File: src/sv/data_tlb_translate_assert.svh
// assertion macros for the data tlb
`ifndef DATA_TLB_TRANSLATE_ASSERT_SVH
`define DATA_TLB_TRANSLATE_ASSERT_SVH
// implication checked on every rising clock edge outside reset
`define DTLB_ASSERT_IMP(label, clk, rst_n, cond, prop, msg) \
    label: assert property (@(posedge clk) disable iff (!rst_n) (cond) |-> (prop)) \
        else $error(msg);
// next-cycle implication checked outside reset
`define DTLB_ASSERT_NEXT(label, clk, rst_n, cond, prop, msg) \
    label: assert property (@(posedge clk) disable iff (!rst_n) (cond) |=> (prop)) \
        else $error(msg);
`endif

File: src/sv/dtlb_pkg.sv
// ----------------------------------------------------------------------------
// dtlb_pkg
// shared types and constants for the data tlb
// ----------------------------------------------------------------------------
`default_nettype none
package dtlb_pkg;
    localparam int ENTRIES          = 64;
    localparam int PAGE_OFFSET_BITS = 13;
    localparam int IDX_W            = $clog2(ENTRIES);
    localparam int VA_TOP_BIT       = 43;
    localparam int VPN_W            = VA_TOP_BIT - PAGE_OFFSET_BITS;
    localparam int FRAME_W          = 28;
    localparam int PA_W             = 44;
    localparam int CFG_W            = 7;
    localparam int CFG_IDX_W        = 2;

    localparam logic [12:0] SP32_MATCH = 13'h1FFE;
    localparam logic [15:0] FO_BITS    = 16'h000E;
    localparam logic [15:0] V_BIT      = 16'h0001;

    typedef enum logic [2:0] {
        KIND_TRANSLATE = 3'd0,
        KIND_LOAD      = 3'd1,
        KIND_INV_ONE   = 3'd2,
        KIND_INV_NG    = 3'd3,
        KIND_INV_ALL   = 3'd4
    } kind_t;

    typedef enum logic [2:0] {
        ST_OK   = 3'd0,
        ST_BVA  = 3'd1,
        ST_ACV  = 3'd2,
        ST_FO   = 3'd3,
        ST_TNV  = 3'd4,
        ST_MISS = 3'd5
    } status_t;

    typedef enum logic [CFG_IDX_W-1:0] {
        REG_ASN  = 2'd0,
        REG_MODE = 2'd1,
        REG_SPE  = 2'd2
    } cfg_reg_t;

    typedef struct packed {
        logic [2:0]  kind;
        logic [63:0] virtual_address;
        logic [15:0] access_check;
        logic [63:0] page_table_entry;
    } tlb_req_t;

    typedef struct packed {
        logic [2:0]    status;
        logic          is_write;
        logic [PA_W-1:0] physical_address;
        logic          via_superpage;
    } tlb_rsp_t;

    // controller to datapath commands
    typedef struct packed {
        logic capture;
        logic search_clear;
        logic search_step;
        logic finish;
        logic inv_ng_step;
    } dtlb_cmd_t;

    // datapath to controller status
    typedef struct packed {
        logic search_last;
        logic found;
        logic inv_last;
    } dtlb_sts_t;
endpackage
`default_nettype wire

File: src/sv/dtlb_ctrl.sv
// ----------------------------------------------------------------------------
// dtlb_ctrl
// sequencer for searches, sweeps and result strobe
// ----------------------------------------------------------------------------
`default_nettype none
`include "data_tlb_translate_assert.svh"
module dtlb_ctrl
    import dtlb_pkg::*;
(
    input  wire logic       clk,
    input  wire logic       rst_n,
    input  wire logic       start,
    input  wire logic [2:0] kind,
    input  wire dtlb_sts_t  sts,
    output dtlb_cmd_t       cmd,
    output logic            busy,
    output logic            done
);
    typedef enum logic [2:0] {S_IDLE, S_SEARCH, S_SWEEP, S_FINISH, S_DONE} state_t;
    state_t state_reg, state_next;

    // next state and commands
    always_comb
    begin
        state_next = state_reg;
        cmd        = '0;
        unique case (state_reg)
            S_IDLE:
            begin
                if (start)
                begin
                    cmd.capture = 1'b1;
                    case (kind)
                        KIND_TRANSLATE, KIND_INV_ONE: state_next = S_SEARCH;
                        KIND_INV_NG:                  state_next = S_SWEEP;
                        default:                      state_next = S_FINISH;
                    endcase
                end
            end
            S_SEARCH:
            begin
                cmd.search_step = 1'b1;
                if (sts.search_last)
                    state_next = S_FINISH;
            end
            S_SWEEP:
            begin
                cmd.inv_ng_step = 1'b1;
                if (sts.inv_last)
                    state_next = S_FINISH;
            end
            S_FINISH:
            begin
                cmd.finish = 1'b1;
                state_next = S_DONE;
            end
            S_DONE:   state_next = S_IDLE;
            default:  state_next = S_IDLE;
        endcase
    end

    // state register
    always_ff @(posedge clk or negedge rst_n)
    begin
        if (!rst_n)
            state_reg <= S_IDLE;
        else
            state_reg <= state_next;
    end

    assign busy = (state_reg != S_IDLE);
    assign done = (state_reg == S_DONE);

    `DTLB_ASSERT_NEXT(a_finish_then_done, clk, rst_n, cmd.finish, done,
        "result strobe must follow finish")
    `DTLB_ASSERT_NEXT(a_done_one_cycle, clk, rst_n, done, !done && !busy,
        "strobe must last one cycle")
    `DTLB_ASSERT_IMP(a_capture_idle, clk, rst_n, cmd.capture, !busy,
        "capture only when idle")
endmodule
`default_nettype wire

File: config.mk
export PLATFORM = sky130hd
export DESIGN_NAME = dtlb_ctrl
export DESIGN_NICKNAME = d
export VERILOG_FILES = /design/src/sv/dtlb_pkg.sv /design/src/sv/dtlb_ctrl.sv
export VERILOG_INCLUDE_DIRS = /design/src /design/src/sv
export SDC_FILE = /design/constraint.sdc
export NUM_CORES = 1
export LEC_CHECK = 0
export BUFFER_PORTS_ARGS = -buffer_cell sky130_fd_sc_hd__buf_2
export CORE_AREA = 8 8 45 47
export CTS_CLUSTER_SIZE = 16
export DETAILED_ROUTE_END_ITERATION = 10
export DIE_AREA = 0 0 53 55
export PLACE_DENSITY = 0.4
export SYNTH_ARGS = -nofsm -noshare
export SYNTH_HDL_FRONTEND = slang
export SYNTH_SLANG_ARGS = --single-unit
File: constraint.sdc
create_clock -name clk -period 1 [get_ports clk]
set_input_delay 0.2 -clock clk [delete_from_list [all_inputs] [get_ports clk]]
set_output_delay 0.2 -clock clk [all_outputs]
set_load 0.02 [all_outputs]
==> results.sh <==
export IMPL_die_y_um=55
export IMPL_placed_area_um2=322
export IMPL_synth_seq_area_share_pct=35.5
export IMPL_cp_required_ns=0.80
export IMPL_crit_path_start_kind="flip-flop"
export IMPL_max_stage_delay_ns=0.40
export IMPL_clk_path_buf_depth=2
export IMPL_max_cap_violations=0
export IMPL_end_kind="output pin"
export IMPL_max_vdd_ir_drop_uv=895
export IMPL_track_usage_pct=5.96
export IMPL_arrival_ns=1.21
export IMPL_leakage_nw=0.193
export IMPL_grt_ovfl_total=0
export IMPL_antenna_found_initial=0
export IMPL_critPathLaunch="state_reg[1]"
export IMPL_grt_pass1_vias=263
export IMPL_synth_top_area_share_pct=35.5
export IMPL_period_minus_slack_ns=1.41
export IMPL_clock_latency_ns=0.23
export IMPL_outcome="complete, but fails checks"
export IMPL_synth_common_cells="dfrtp_1, nor3b_1, and3b_2, buf_4, nor2_1"
export IMPL_synth_top_flop_cell="dfrtp_1"
export IMPL_multi_input_area_um2=158
export IMPL_hold_path_class="in2reg"
export IMPL_critPathKind="reg2out"
export IMPL_ys_warn_count=0
export IMPL_fp_coreArea_um2=1380
export IMPL_clock_skew_ns=0.00175
export IMPL_diodes=0
export IMPL_syn_inst=22
export IMPL_syn_cell_area_um2=211
export IMPL_synthArstFlopShare_pct=100
export IMPL_grt_max_degree=9
export IMPL_numClockSinks=3
export IMPL_reg2reg_depth=3
export IMPL_finalWorstSetupSlack_ns=-0.407
export IMPL_htree_levels=1
export IMPL_power_density_nw_per_um2=3420
export IMPL_rsz0062_at_grt="true"
export IMPL_totalWireLength_um=710
export IMPL_drive_gt1_share_pct=68.3
export IMPL_synth_edff_count=0
export IMPL_path_max_fanout=2
export IMPL_syn_area_per_cell_um2=9.61
export IMPL_floorplan_initialDensity_pct=15.3
export IMPL_port_buffers=13
export IMPL_rr_startpoint="state_reg[1]"
export IMPL_post_route_cell_area_um2=405
export IMPL_slew_viol_final=0
export IMPL_cts_root_buf="clkbuf_4"
export IMPL_fp_dieArea_um2=2920
export IMPL_hold_start="sts[2]"
export IMPL_fmax_mhz=711
export IMPL_gp_congestion=0.691
export IMPL_vias=229
export IMPL_ys_types=15
export IMPL_fin_nets=51
export IMPL_cts_tree="built"
export IMPL_synth_area_leader_cell="dfrtp_1"
export IMPL_drt_initial_drc_count=0
export IMPL_cts_buffers=3
export IMPL_ant_nets=0
export IMPL_hold_viol_final=0
export IMPL_dp_slack_ns=-0.204
export IMPL_fin_setup_tns_ns=-2.10
export IMPL_grt_pass1_wl_mm=1.16
export IMPL_synth_area_top_cells="dfrtp_1, nor3b_1, and3b_2"
export IMPL_seqCellArea_um2=75.1
export IMPL_holdPathStages=3
export IMPL_postCtsSetupBuffers=0
export IMPL_place_hpwl_um=591
export IMPL_violations="negative setup slack"
export IMPL_synth_nets=31
export IMPL_fillers=156
export IMPL_utilization_pct=29.3
export IMPL_setup_viol=7
export IMPL_rows=14
export IMPL_ys_seq_elements=3
export IMPL_worstPathCellList="or3_4 -> nor2_4 -> buf_6"
export IMPL_cpMaxStageDelayCell="or3_4"
export IMPL_firstDrtPassIters=1
export IMPL_clk_pin_slew_ns=0.03
export IMPL_largest_reg_flops=3
export IMPL_via_per_inst=4.02
export IMPL_finalCritPeriodShare_pct=141
export IMPL_drc=0
export IMPL_io_pins=16
export IMPL_wl_per_cell_um=12.5
export IMPL_die_x_um=53
export IMPL_syn_to_final_growth_pct=91.7
## cells in the final DEF (no fill, tap or decap), types with 2 or more instances in the layout
master	n
and3b_2	2
dfrtp_1	3
buf_6	4
buf_2	9
buf_4	3
nor2_4	2
clkbuf_4	3
## worst max-delay path: cells and delay by family, from the launching register on
kind          cells  cell delay (ns)
simple gates      2             0.49
flops             1             0.37
buf+inv           1             0.12
## report_power, final
group	internal, mW	switching [mW]	total, mW
Clock	0.149	0.0605	0.210
Sequential	0.185	0.0337	0.219
Combinational	0.474	0.484	0.958
Total	0.808	0.578	1.39
## timing repair
action | CTS | global route
hold buffers | 1 | 0
endpoints found under the setup margin | 8 | 8
pin swaps | 2 | 0
gates cloned | 0 | 0
gates resized for setup | 12 | 1
hold endpoints to repair | 3 | 0
## cell families (layout without fill, tap and decap cells)
logic type | after synthesis | in the layout | share of synthesized area [%]
buf+inv | 3 | 22 | 8.87
other cells | 1 | 1 | 1.77
simple gates | 12 | 12 | 43.2
flops | 3 | 3 | 35.5
compound gates | 3 | 3 | 10.7
## final timing paths
path / to / slack [ns]
min in group asynchronous: state_reg[2] / 0.29
setup / recovery: cmd[4] / -0.41
max in group asynchronous: state_reg[1] / 0.60
hold / removal: state_reg[1] / 0.24
hold reg to reg: state_reg[1] / 0.58
setup reg to reg: state_reg[0] / -0.06
## metal layers
metal	vias to the layer above	wire length (um)	track usage, %	share of wire (%)
li1	115	-	-	-
met1	100	271	5.03	38
met2	14	306	7.81	43
met3	0	132	5.61	19
met4	0	0	6.47	0
met5	-	0	0	0
## through the flow
| step | hold slack (ns) | cells | total power [mW] |
|---|---|---|---|
| detailed placement | 0.00194 | 52 | 0.993 |
| global route | 0.253 | 57 | 1.49 |
| finish | 0.240 | 57 | 1.39 |
| floorplan | -0.0956 | 22 | 0.728 |
| CTS | 0.234 | 57 | 1.39 |
| global placement | -0.00386 | 52 | 0.971 |
## area by class of cell
type / count / share of cell area [%]
multi-input combinational: 16 / 38.9
timing repair buffer: 17 / 30.2
sequential: 3 / 18.5
clock buffer: 4 / 6.48
tap: 16 / 4.94
inverter: 1 / 0.926
Power figures use the tool's default switching activity.
